[src/hdl/kvpg_pkg.sv]
// Shared constants, types and mixing functions of the key/value pair generator.
`timescale 1ns / 1ps

package kvpg_pkg;

	// Defaults and fixed limits
	localparam int TABLE_DEPTH_DEF = 2048;
	localparam int MAX_PART_LENGTH = 31;

	// Additive constants of the inject and remix steps
	localparam logic [63:0] INJECT_ADD = 64'd10042331536242289283;
	localparam logic [63:0] REMIX_ADD  = 64'd7015912586649315971;

	// Command codes
	localparam logic [1:0] CMD_LOAD    = 2'd0;
	localparam logic [1:0] CMD_RESTART = 2'd1;
	localparam logic [1:0] CMD_GEN     = 2'd2;

	// Configuration register indexes
	localparam logic [2:0] REG_PRINTABLE = 3'd0;
	localparam logic [2:0] REG_KEY_WIDTH = 3'd1;
	localparam logic [2:0] REG_KEY_LEN   = 3'd2;
	localparam logic [2:0] REG_VAL_LEN   = 3'd3;
	localparam logic [2:0] REG_VAL_AGE   = 3'd4;
	localparam logic [2:0] REG_PERIOD    = 3'd5;
	localparam logic [2:0] REG_BASE      = 3'd6;
	localparam logic [2:0] REG_START     = 3'd7;

	// Status of the remainder unit
	typedef struct packed {
		logic busy;
		logic done;
	} kvpg_mod_stat_t;

	// Key width clamped to 2..8 bytes
	function automatic logic [3:0] eff_width(input logic [3:0] kwb);
		logic [3:0] w;
		if (kwb < 4'd2) begin
			w = 4'd2;
		end else if (kwb > 4'd8) begin
			w = 4'd8;
		end else begin
			w = kwb;
		end
		return w;
	endfunction

	// Mask of the key space for a clamped width
	function automatic logic [63:0] width_mask(input logic [3:0] w);
		logic [63:0] m;
		if (w >= 4'd8) begin
			m = '1;
		end else begin
			m = (64'd1 << {w[2:0], 3'b000}) - 64'd1;
		end
		return m;
	endfunction

	// Multiplier of the width-specific mix
	function automatic logic [63:0] mix_mult(input logic [3:0] w);
		logic [63:0] m;
		unique case (w)
			4'd2:    m = 64'd25693;
			4'd3:    m = 64'd5537317;
			4'd4:    m = 64'd1923730889;
			4'd5:    m = 64'd274992889273;
			4'd6:    m = 64'd70375646670269;
			4'd7:    m = 64'd23022548244171181;
			default: m = 64'd4613509448041658233;
		endcase
		return m;
	endfunction

	// Left shift of the width-specific mix
	function automatic logic [4:0] mix_shift(input logic [3:0] w);
		logic [4:0] s;
		unique case (w)
			4'd2:    s = 5'd7;
			4'd3:    s = 5'd12;
			4'd4:    s = 5'd15;
			4'd5:    s = 5'd13;
			4'd6:    s = 5'd15;
			4'd7:    s = 5'd4;
			default: s = 5'd25;
		endcase
		return s;
	endfunction

	// p xor (rotate-left-47(p) + constant)
	function automatic logic [63:0] remix(input logic [63:0] p);
		return p ^ ({p[16:0], p[63:17]} + REMIX_ADD);
	endfunction

	// Part length clamped to the longest part
	function automatic logic [4:0] eff_len(input logic [4:0] v);
		logic [4:0] l;
		if (v > 5'(MAX_PART_LENGTH)) begin
			l = 5'(MAX_PART_LENGTH);
		end else begin
			l = v;
		end
		return l;
	endfunction

	// 64-entry alphabet: '@', digits, lower case, upper case, '_'
	function automatic logic [7:0] alpha(input logic [5:0] i);
		logic [7:0] c;
		if (i == 6'd0) begin
			c = 8'h40;
		end else if (i <= 6'd10) begin
			c = 8'h30 + 8'(i - 6'd1);
		end else if (i <= 6'd36) begin
			c = 8'h61 + 8'(i - 6'd11);
		end else if (i <= 6'd62) begin
			c = 8'h41 + 8'(i - 6'd37);
		end else begin
			c = 8'h5F;
		end
		return c;
	endfunction

endpackage

[src/hdl/kvpg_mod.sv]
// Bit-serial 64-bit remainder unit, one quotient bit per cycle.
`timescale 1ns / 1ps

module kvpg_mod
	import kvpg_pkg::*;
(
	input  logic           clk,
	input  logic           arst_n,
	input  logic           start,
	input  logic [63:0]    dividend,
	input  logic [63:0]    divisor,
	output kvpg_mod_stat_t stat,
	output logic [63:0]    result
);

	logic        busy_q;
	logic        done_q;
	logic [5:0]  cnt_q;
	logic [63:0] rem_q;
	logic [63:0] dvd_q;
	logic [63:0] dvs_q;

	logic [64:0] trial;
	logic [64:0] diff;

	// Shift in the next dividend bit and try a subtract
	assign trial = {rem_q, dvd_q[63]};
	assign diff  = trial - {1'b0, dvs_q};

	// Control
	always_ff @(posedge clk or negedge arst_n) begin
		if (!arst_n) begin
			busy_q <= 1'b0;
			done_q <= 1'b0;
			cnt_q  <= '0;
		end else begin
			done_q <= 1'b0;
			if (start) begin
				busy_q <= 1'b1;
				cnt_q  <= 6'd63;
			end else if (busy_q) begin
				cnt_q <= cnt_q - 6'd1;
				if (cnt_q == 6'd0) begin
					busy_q <= 1'b0;
					done_q <= 1'b1;
				end
			end
		end
	end

	// Datapath
	always_ff @(posedge clk) begin
		if (start) begin
			rem_q <= '0;
			dvd_q <= dividend;
			dvs_q <= divisor;
		end else if (busy_q) begin
			dvd_q <= {dvd_q[62:0], 1'b0};
			if (!diff[64]) begin
				rem_q <= diff[63:0];
			end else begin
				rem_q <= trial[63:0];
			end
		end
	end

	assign stat.busy = busy_q | done_q;
	assign stat.done = done_q;
	assign result    = rem_q;

endmodule
[config.mk]
export PLATFORM = sky130hd
export DESIGN_NAME = kvpg_mod
export DESIGN_NICKNAME = d
export VERILOG_FILES = /design/src/hdl/kvpg_pkg.sv /design/src/hdl/kvpg_mod.sv
export SDC_FILE = /design/constraint.sdc
export NUM_CORES = 1
export LEC_CHECK = 0
export BUFFER_PORTS_ARGS = -buffer_cell sky130_fd_sc_hd__buf_2
export CAP_MARGIN = 40
export CELL_PAD_IN_SITES_DETAIL_PLACEMENT = 1
export CELL_PAD_IN_SITES_GLOBAL_PLACEMENT = 1
export CORE_ASPECT_RATIO = 1.2
export CORE_MARGIN = 3
export CORE_UTILIZATION = 47
export DETAILED_ROUTE_END_ITERATION = 10
export PLACE_DENSITY_LB_ADDON = 0.2
export SLEW_MARGIN = 15
export SYNTH_ARGS = -nofsm -noshare
export SYNTH_HDL_FRONTEND = slang
export SYNTH_SLANG_ARGS = --single-unit
[constraint.sdc]
create_clock -name clk -period 5.4 [get_ports clk]
set_input_delay 1.08 -clock clk [delete_from_list [all_inputs] [get_ports clk]]
set_output_delay 1.08 -clock clk [all_outputs]
set_load 0.02 [all_outputs]
==> flow_metrics.tcl, run 1 <==
set metrics [dict create \
    status "finished, final reports clean" \
    rr_worst_depth 14 \
    wl_mm 31.43 \
    setup_viol 0 \
    power_mw 4.664 \
    dieArea_sq_um 26730 \
    ioPinCount 197 \
    netlist_area_sq_um 11660 \
    ys_seq_elements 200 \
    fin_skew_ps 11.30 \
    hold_class "in2async" \
    fin_util_pct 55.77 \
    crit_chain "inv_1 > ha_1 > fa_1 > nor2b_1 > o2111ai_1 > a31oi_1 > o21ai_0 > nand2_1 > a41oi_1 > o41ai_4 > xnor2_2 > buf_4 > a32o_1 > or3b_1" \
    async_flop_share_pct 4.000 \
    synth.most_common_cell "nand2_1" \
    worst-setup-path-type "reg2reg" \
    layout_setup_ws_ps 1144 \
    cp_slowest_stage_delay_ps 620 \
    antenna_found_initial 6 \
    clk_pin_slew_ps 80 \
    post-route-min-period_ps 4256 \
    grt_max_degree 63 \
    fp.dieW_microns 149.8 \
    drt-vias-per-instance 5.657 \
    rrSetupSlack_ps 1140 \
    fp.dieH_microns 178.5 \
    synthCells 1180 \
    synth_largest_area_cell "edfxtp_1" \
    timing.rr.start "dvd_q[63]" \
    syn_to_final_growth_pct 15.81 \
    cp-start-kind "flip-flop" \
    postCtsSetupRepairBufs 0 \
    fmax_ghz 0.2349 \
    seqCellArea_sq_um 5326 \
    post_drt_wl_per_cell_microns 18.77 \
    htreeDepth 4 \
    core_sq_um 24200 \
    hold_viol 0 \
    synth_commonest_cells "nand2_1, edfxtp_1, inv_1" \
    fin_crit_sh_pct 78.82 \
    synth_edf_count 128 \
    fill_cells 2775 \
    cp_slowest_cell "o41ai_4" \
    slew_violations 0 \
    start_util_pct 48.16 \
    rsz0062_at_grt "false" \
    arrival_ps 4580 \
    syn_area_per_cell_sq_um 9.878 \
    numPortBuffers 196 \
    fin_tns_setup_ps 0 \
    globalRouteOverflowTotal 0 \
    max-clock-path-buffers 2 \
    end_kind "flip-flop" \
    synth_top_area_share_pct 32.98 \
    critical_path.max_fanout 23 \
    total_leakage_power_nw 5.926 \
    yosysUniqueCellTypes 65 \
    synth_area_leaders "edfxtp_1, dfxtp_1, ha_1" \
    numCtsBuffers 17 \
    drc 0 \
    grt_pass1_wl_mm 51.41 \
    tightest_slew_ps 812.6 \
    rows 62 \
    max_cap_violations 0 \
    cts.sinks 200 \
    cts-root-buf "clkbuf_16" \
    drive_above_1_share_pct 23.21 \
    synth_flop_cell "edfxtp_1" \
    ctsHoldBuffers 0 \
    cts_resized 0 \
    cts_tree "built" \
    place_congestion 0.8666 \
    vdd_drop_max_mv 0.2130 \
    maxSlewHeadroom_pct 45.70 \
    drt_iter0_drc 328 \
    worstPathRequired_ps 5730 \
    nets 1538 \
    dp_hpwl_mm 23.93 \
    dp_slack_ps 1150 \
    p_per_area_nw_per_um2 345.5 \
    num_vias 9470 \
    grt_use_total_pct 24.07 \
    drt_pre_antenna_iters 5 \
    ant_nets 0 \
    synth-warning-count 0 \
    multi_input_area_sq_um 5756 \
    ys_seq_area_share_pct 45.68 \
    reg2reg_to "result[59]" \
    grt_pass1_vias 10144 \
    clk_latency_ps 450 \
    synth_nets 1378 \
]
-- metrics by stage --
step / instances / hold slack (ps) / cell area, sq um
after floorplan: 1180 / 488.9 / 11660
after global placement: 1640 / 477.3 / 12880
after detailed placement: 1641 / 477.5 / 12910
after CTS: 1673 / 445.3 / 13500
after global routing: 1674 / 458.1 / 13500
final: 1674 / 458.1 / 13500
-- worst max-delay path, delay by kind of cell, from the launching register on --
family	cells	cell delay, ps
adder cells (fa/ha/maj)	2	620
flip-flops	1	330
AND/OR/NAND/NOR	3	720
XOR/XNOR	1	330
buffers and inverters	2	370
AO/OA/AOI/OAI	6	1750
-- registers in the layout, indices dropped and copies added (netlist names) --
| register | flops |
|---|---|
| result | 64 |
| dvs_q | 64 |
| busy_q | 1 |
| cnt_q | 6 |
| done_q | 1 |
| dvd_q | 64 |
-- layer usage --
metal	wire, microns	global-route usage, %	share of wire [%]
met1	13090	28.85	42
met2	15610	41.96	50
met3	1949	6.607	6.2
met4	735	7.628	2.3
met5	40	0	0.13
-- where the power goes --
group	total [mW]	internal (mW)	leakage [nW]	switching (mW)
registers	1.93	1.81	1.90	0.122
logic	1.44	0.563	3.74	0.877
clock network	1.30	0.661	0.287	0.636
-- cell type report --
cell class / instances / share of cell area, %
sequential: 200 / 39.46
inverter: 87 / 2.419
multi-input combinational: 827 / 42.64
clock buffer: 18 / 3.179
clock inverter: 14 / 1.159
timing repair buffer: 207 / 8.166
antenna: 1 / 0.01854
tap: 320 / 2.966
-- logic make-up (layout without fill, tap and decap cells) --
kind of cell | after synthesis | count (layout) | synth area share, %
buffers and inverters | 153 | 326 | 5.120
xor gates and xnor gates | 65 | 65 | 4.949
and+or+nand+nor | 301 | 301 | 11.58
muxes | 78 | 78 | 7.374
DFF | 200 | 200 | 45.68
adders and majority gates | 67 | 67 | 7.256
AOI/OAI and AO/OA | 316 | 316 | 18.03
other | 0 | 1 | 0
-- placed cells by master, fill, tap and decap left out, drive strengths merged, types with 4 or more instances in the layout --
master	netlist	layout
ha	66	66
xor2	29	29
a211oi	10	10
nor2b	11	11
nand3	8	8
dfrtp	8	8
a31oi	13	13
edfxtp	128	128
clkbuf	48	18
mux2i	15	15
nand4	19	19
xnor2	36	36
o31ai	5	5
dfxtp	64	64
nand2b	8	8
o211ai	8	8
a21boi	4	4
nor3	9	9
nor2	75	75
o21a	10	10
a32oi	7	7
a21oi	85	85
mux2	63	63
o21ai	64	64
o21bai	12	12
buf	18	207
a311oi	35	35
nor3b	7	7
clkinv	0	4
a21o	31	31
and3	6	6
nand2	139	139
and2	5	5
inv	87	95
a41oi	5	5
-- worst max-delay path by stage --
stage	startpoint	to	slack (ps)	cells past startpoint
2_1_floorplan	result[0]	result[14]	1950	14
3_3_place_gp	dvd_q[63]	result[59]	1290	14
3_5_place_dp	dvd_q[63]	result[61]	1150	13
4_1_cts	dvd_q[63]	result[59]	1130	14
5_1_grt	dvd_q[63]	result[47]	790	13
6_report	dvd_q[63]	result[59]	1140	14
Note: power is estimated with default switching activity, not from simulation.
==> inputs of run 2 (changes only) <==
Settings changed: ABC_AREA set to 1, CORE_UTILIZATION 47 to 38.
Clock period 5.4 ns to 3.54 ns, I/O delays scaled along.
==> run 2 against run 1 <==
Non-clock buffer count is 4 higher. Register-to-register slack worse by 580 ps. Synthesized area is 26% higher. Count of clock-buffer cells in the layout is 1 higher. Critical path type unchanged. Final area is 25% higher. Synthesized cell count is 94% higher. Worst hold slack worse by 400 ps. Largest cell class unchanged. Clock power is 55% higher. Sequential power is 38% higher. Via count is 47% higher.
==> flow_metrics.tcl, run 2 <==
set metrics [dict create \
    setup_viol 0 \
    numCtsBuffers 17 \
    antennaDiodeCount 0 \
    cp-start-kind "flip-flop" \
    yosysUniqueCellTypes 39 \
    fmax_ghz 0.3359 \
    ioPinCount 197 \
    synth_flop_cell "edfxtp_1" \
    clk_latency_ps 480 \
    slew_violations 0 \
    drt-vias-per-instance 4.694 \
    end_kind "flip-flop" \
    maxSlewHeadroom_pct 45.93 \
    fp.dieW_microns 185.7 \
    num_vias 13954 \
    synth_largest_area_cell "nand2_1" \
    synthCells 2291 \
    antenna_found_initial 1 \
    reg2reg_to "result[3]" \
    cts.sinks 200 \
    post-route-min-period_ps 2977 \
    layout_common_cells "nand2_1, inv_1, buf_2" \
    grt_pass1_vias 14885 \
    synth_nets 2489 \
    cp_slowest_stage_delay_ps 420 \
    crit_top_cell "nand2_1" \
    core_sq_um 38060 \
    total_leakage_power_nw 9.776 \
    synth_top_family_by_area "simple AND/OR/NAND/NOR gates" \
    drc 0 \
    synth-simple-area-share_pct 38.96 \
    hold_viol 0 \
    nets 2678 \
    grt_use_total_pct 24.07 \
    max_cap_violations 0 \
    grt_pass1_wl_mm 77.63 \
    synth.most_common_cell "nand2_1" \
    netlist_area_sq_um 14720 \
    rows 78 \
    cts-root-buf "clkbuf_16" \
    dieArea_sq_um 41150 \
    globalRouteOverflowTotal 0 \
    layout_commonest_cell "nand2_1" \
    arrival_ps 3350 \
    status "finished, final reports clean" \
    wl_mm 48.60 \
    fin_tns_setup_ps 0 \
    synth_top_area_share_pct 26.62 \
    ctsHoldBuffers 0 \
    ant_nets 0 \
    rrSetupSlack_ps 560 \
    async_flop_share_pct 4.000 \
    fill_cells 5150 \
    synth_compound_area_share_pct 2.541 \
    syn_to_final_growth_pct 14.27 \
    dp_hpwl_mm 40.23 \
    fin_crit_sh_pct 84.11 \
    synth_edf_count 128 \
    synth_commonest_cells "nand2_1, inv_1, edfxtp_1" \
    cp_slowest_cell "fa_1" \
    fin_util_pct 44.20 \
    ys_seq_elements 200 \
    drt_iter0_drc 539 \
    fp.dieH_microns 221.6 \
    htreeDepth 4 \
    p_per_area_nw_per_um2 315.8 \
    synth-warning-count 0 \
    drt_pre_antenna_iters 5 \
    drive_above_1_share_pct 13.52 \
    rsz0062_at_grt "false" \
    syn_area_per_cell_sq_um 6.426 \
    worstPathRequired_ps 3910 \
    vdd_drop_max_mv 0.3763 \
    cts_tree "built" \
    place_congestion 0.9395 \
    fin_skew_ps 16.13 \
    synth-adder-area-share_pct 5.745 \
    hold_class "in2async" \
    clk_pin_slew_ps 80 \
    synth_xor_area_share_pct 1.844 \
    start_util_pct 38.68 \
    ys_seq_area_share_pct 36.17 \
    postCtsSetupRepairBufs 0 \
    grt_max_degree 67 \
    max-clock-path-buffers 2 \
    critical_path.max_fanout 57 \
    rr_worst_depth 20 \
    cts_resized 0 \
    numPortBuffers 196 \
    worst-setup-path-type "reg2reg" \
    tightest_slew_ps 811.0 \
    post_drt_wl_per_cell_microns 16.35 \
    muxShareOfSynthArea_pct 0 \
    synth_area_leaders "nand2_1, edfxtp_1, inv_1" \
    crit_chain "inv_1 > ha_1 > fa_1 > inv_1 > nand2_1 > nand2_1 > nand3_1 > nand2_2 > nand2_1 > nand2_2 > nand2_1 > nand2_2 > nand2_4 > nand2_4 > nand2_4 > nand2_4 > buf_12 > nand2_1 > nand3_1 > nand2_1" \
    timing.rr.start "dvd_q[63]" \
]
## run 2: changes by cell type in the layout (fill, tap and decap cells not counted), sizes merged, moves of 12 or more
| cell | change |
|---|---|
| a311oi | -35 |
| mux2i | -15 |
| xnor2 | -12 |
| xor2 | -22 |
| a21oi | -30 |
| o21ai | -48 |
| nand3 | +127 |
| a31oi | -13 |
| mux2 | -63 |
| a21o | -31 |
| inv | +417 |
| nand2 | +948 |
| nor2 | +42 |
## run 2: how the worst max path moves through the flow
stage,slack [ps],cells after the start,to,start
3_3_place_gp,730,18,result[8],dvs_q[24]
3_5_place_dp,560,20,result[3],dvd_q[63]
5_1_grt,310,20,result[5],dvd_q[63]
6_report,560,20,result[3],dvd_q[63]
4_1_cts,540,20,result[3],dvd_q[63]
2_1_floorplan,600,4,dvd_q[0],start
## run 2: logic make-up after synthesis
family                   after synthesis
AO/OA/AOI/OAI                         73
XOR/XNOR                              31
adder cells (fa/ha/maj)               67
buffers and inverters                547
flip-flops                           200
AND/OR/NAND/NOR                     1373
## run 2: where the power goes
group          total [mW]  internal, mW  switching (mW)
Combinational       0.633         0.222           0.411
Clock                2.02          1.01            1.01
Sequential           2.66          2.62          0.0407
Total                5.31          3.85            1.46
## run 2: through the flow
| step | hold slack, ps | setup WS, ps | cells | total power [mW] | instance area (sq um) |
|---|---|---|---|---|---|
| 3_3_place_gp | 476.3 | 725.2 | 2939 | 3.330 | 16190 |
| 4_1_cts | 32.82 | 543.8 | 2973 | 5.393 | 16820 |
| 2_1_floorplan | 412.4 | 601.5 | 2291 | 3.103 | 14720 |
| 6_report | 59.02 | 562.5 | 2973 | 5.313 | 16820 |
| 5_1_grt | 42.34 | 314.2 | 2973 | 5.575 | 16820 |
| 3_5_place_dp | 484.8 | 556.2 | 2941 | 3.359 | 16230 |
## run 2: layout make-up
cell class	instances	area, sq um	area share, %
Multi-Input combinational cell	1544	7243	43.05
Inverter	506	1899	11.29
Clock buffer	19	432.9	2.573
Clock inverter	13	156.4	0.9296
Timing Repair Buffer	211	1166	6.931
Tap cell	480	600.6	3.570
Sequential cell	200	5325	31.65
## run 2: worst max-delay path, delay by kind of cell, from the launching register on
family | cells | cell delay, ps
fa+ha+maj | 2 | 650
buf+inv | 3 | 480
flops | 1 | 340
simple gates | 15 | 1350
## run 2: routing by layer
layer	vias to the layer above	share of wire, %	global-route usage [%]
li1	7193	-	-
met1	6471	43	28.81
met2	224	50	43.32
met3	64	3.5	4.135
met4	2	2.8	7.835
met5	-	0.014	0
==> inputs of run 3 (changes only) <==
Settings changed: CORE_UTILIZATION 38 to 42.
Clock period 3.54 ns to 2.84 ns, I/O delays scaled along.
==> run 3 against run 2 <==
Worst hold slack improved by 200 ps. Count of clock-buffer cells in the layout decreased by 1. Largest cell class unchanged. Sequential power increased by 25%. Total power increased by 26%. Non-clock buffer count increased by 30. Final cell count increased by 0.20%. Core utilization increased by 6.2 points. Sequential share of layout area decreased by 0.91 points. Critical path type unchanged. Sequential cell count unchanged. Critical path depth decreased by 1.
==> flow_metrics.tcl, run 3 (same netlist as run 2, synthesis figures left out) <==
set metrics [dict create \
    rr_worst_depth 19 \
    place_area_sq_um 16250 \
    critical_path.max_fanout 8 \
    arrival_ps 3110 \
    post-route-min-period_ps 2744 \
    fp.dieW_microns 176.9 \
    hold_viol 0 \
    rows 74 \
    end_kind "flip-flop" \
    numPortBuffers 196 \
    grt_use_total_pct 27.05 \
    ioPinCount 197 \
    post_drt_wl_per_cell_microns 17.79 \
    fmax_ghz 0.3644 \
    wl_mm 53.00 \
    antennaDiodeCount 0 \
    tightest_slew_ps 807.7 \
    fin_crit_sh_pct 96.64 \
    cp-start-kind "flip-flop" \
    setup_viol 0 \
    maxSlewHeadroom_pct 46.15 \
    slew_violations 0 \
    dp_hpwl_mm 40.69 \
    drc 0 \
    drt_iter0_drc 711 \
    power_mw 6.706 \
    drt_pre_antenna_iters 5 \
    cts_tree "built" \
    min_from "divisor[49]" \
    vdd_drop_max_mv 0.4119 \
    globalRouteOverflowTotal 0 \
    max-clock-path-buffers 2 \
    worstPathRequired_ps 3210 \
    timing.rr.start "dvs_q[0]" \
    dieArea_sq_um 37350 \
    fin_skew_ps 15.64 \
    startpoint "dvs_q[0]" \
    hold_depth 1 \
    core_sq_um 34350 \
    grt_pass1_vias 15102 \
    num_vias 14444 \
    nets 2708 \
    hold_class "in2reg" \
    reg2reg_to "result[55]" \
    cp_slowest_stage_delay_ps 410 \
    place_congestion 0.9740 \
    grt_max_degree 78 \
    layout_common_cells "nand2_1, inv_1, buf_2" \
    max_cap_violations 0 \
    syn_to_final_growth_pct 17.66 \
    worst-setup-path-type "reg2reg" \
    start_util_pct 42.86 \
    cts-root-buf "clkbuf_16" \
    layout_commonest_cell "nand2_1" \
    drt-vias-per-instance 4.849 \
    cp_slowest_cell "fa_2" \
    hold_end "dvs_q[49]" \
    clk_latency_ps 480 \
    rrSetupSlack_ps 100 \
    status "finished, final reports clean" \
    fp.dieH_microns 211.1 \
    htreeDepth 4 \
    fill_cells 4745 \
    total_leakage_power_nw 10.04 \
    holdWs_ps 256.5 \
    grt_pass1_wl_mm 78.93 \
    ant_nets 0 \
    numCtsBuffers 17 \
    drive_above_1_share_pct 15.34 \
    cts.sinks 200 \
    antenna_found_initial 2 \
    fin_area_sq_um 17320 \
    crit_chain "ha_2 > fa_2 > inv_2 > nand2_1 > nand2_2 > nand3_2 > nand2_2 > nand2_1 > nand2_2 > nand2_2 > nand2_4 > nand2_4 > nand2_4 > nand2_8 > nand2_8 > clkbuf_16 > nand2_1 > nand3_1 > nand2_1" \
    p_per_area_nw_per_um2 387.1 \
    clk_pin_slew_ps 80 \
]
run 3: changes by cell type in the layout (fill, tap and decap cells not counted), moves of 4 or more:
cell       change
nand2_1        -6
buf_6          +4
ha_1           -4
nand2_2        +4
clkbuf_16      +8
buf_4         +16
run 3: critical path, delay by kind of cell (launching register included):
kind                       cells  cell delay, ps
adders and majority gates      2             620
buffers and inverters          2             280
DFF                            1             380
and+or+nand+nor               15            1330
run 3: worst max path at each step:
stage                       endpoint  slack, ps
after detailed placement  result[59]         70
after CTS                 result[28]         50
final                     result[55]        100
after global placement    result[59]        120
after global routing      result[55]        -60
after floorplan             dvd_q[0]         40
run 3: power by group:
part	leakage, nW	switching (mW)	internal [mW]
clock network	0.298	1.28	1.29
registers	1.93	0.0534	3.27
logic	7.81	0.528	0.282
run 3: layout make-up:
type,count,area [sq um],share of cell area (%)
Tap cell,456,570.5,3.294
Clock inverter,14,176.4,1.018
Inverter,506,1899,10.96
Multi-Input combinational cell,1544,7351,42.43
Clock buffer,18,439.2,2.535
Sequential cell,200,5325,30.74
Timing Repair Buffer,241,1562,9.014
run 3: routing by layer:
| metal | vias to the layer above | track usage (%) | wire length, microns |
|---|---|---|---|
| met3 | 95 | 3.632 | 1802 |
| met1 | 6793 | 32.12 | 22170 |
| li1 | 7268 | - | - |
| met2 | 284 | 49.84 | 26910 |
| met4 | 4 | 9.485 | 2088 |
| met5 | - | 0 | 22 |
run 3: timing repair:
item / 4_1_cts / 5_1_grt
setup buffers: 0 / 9
hold buffers: 1 / 0
hold endpoints to repair: 8 / 0
setup endpoints to repair: 0 / 64
gates resized for setup: 0 / 27
run 3: through the flow:
step	setup TNS (ps)	cells	worst slack [ps]	util, %
after floorplan	0	2291	41.53	-
after global placement	0	2924	121.7	47.30
after detailed placement	0	2924	72.14	47.30
after CTS	0	2957	51.54	49.13
after global routing	-2186	2979	-59.99	50.43
final	0	2979	95.53	50.43
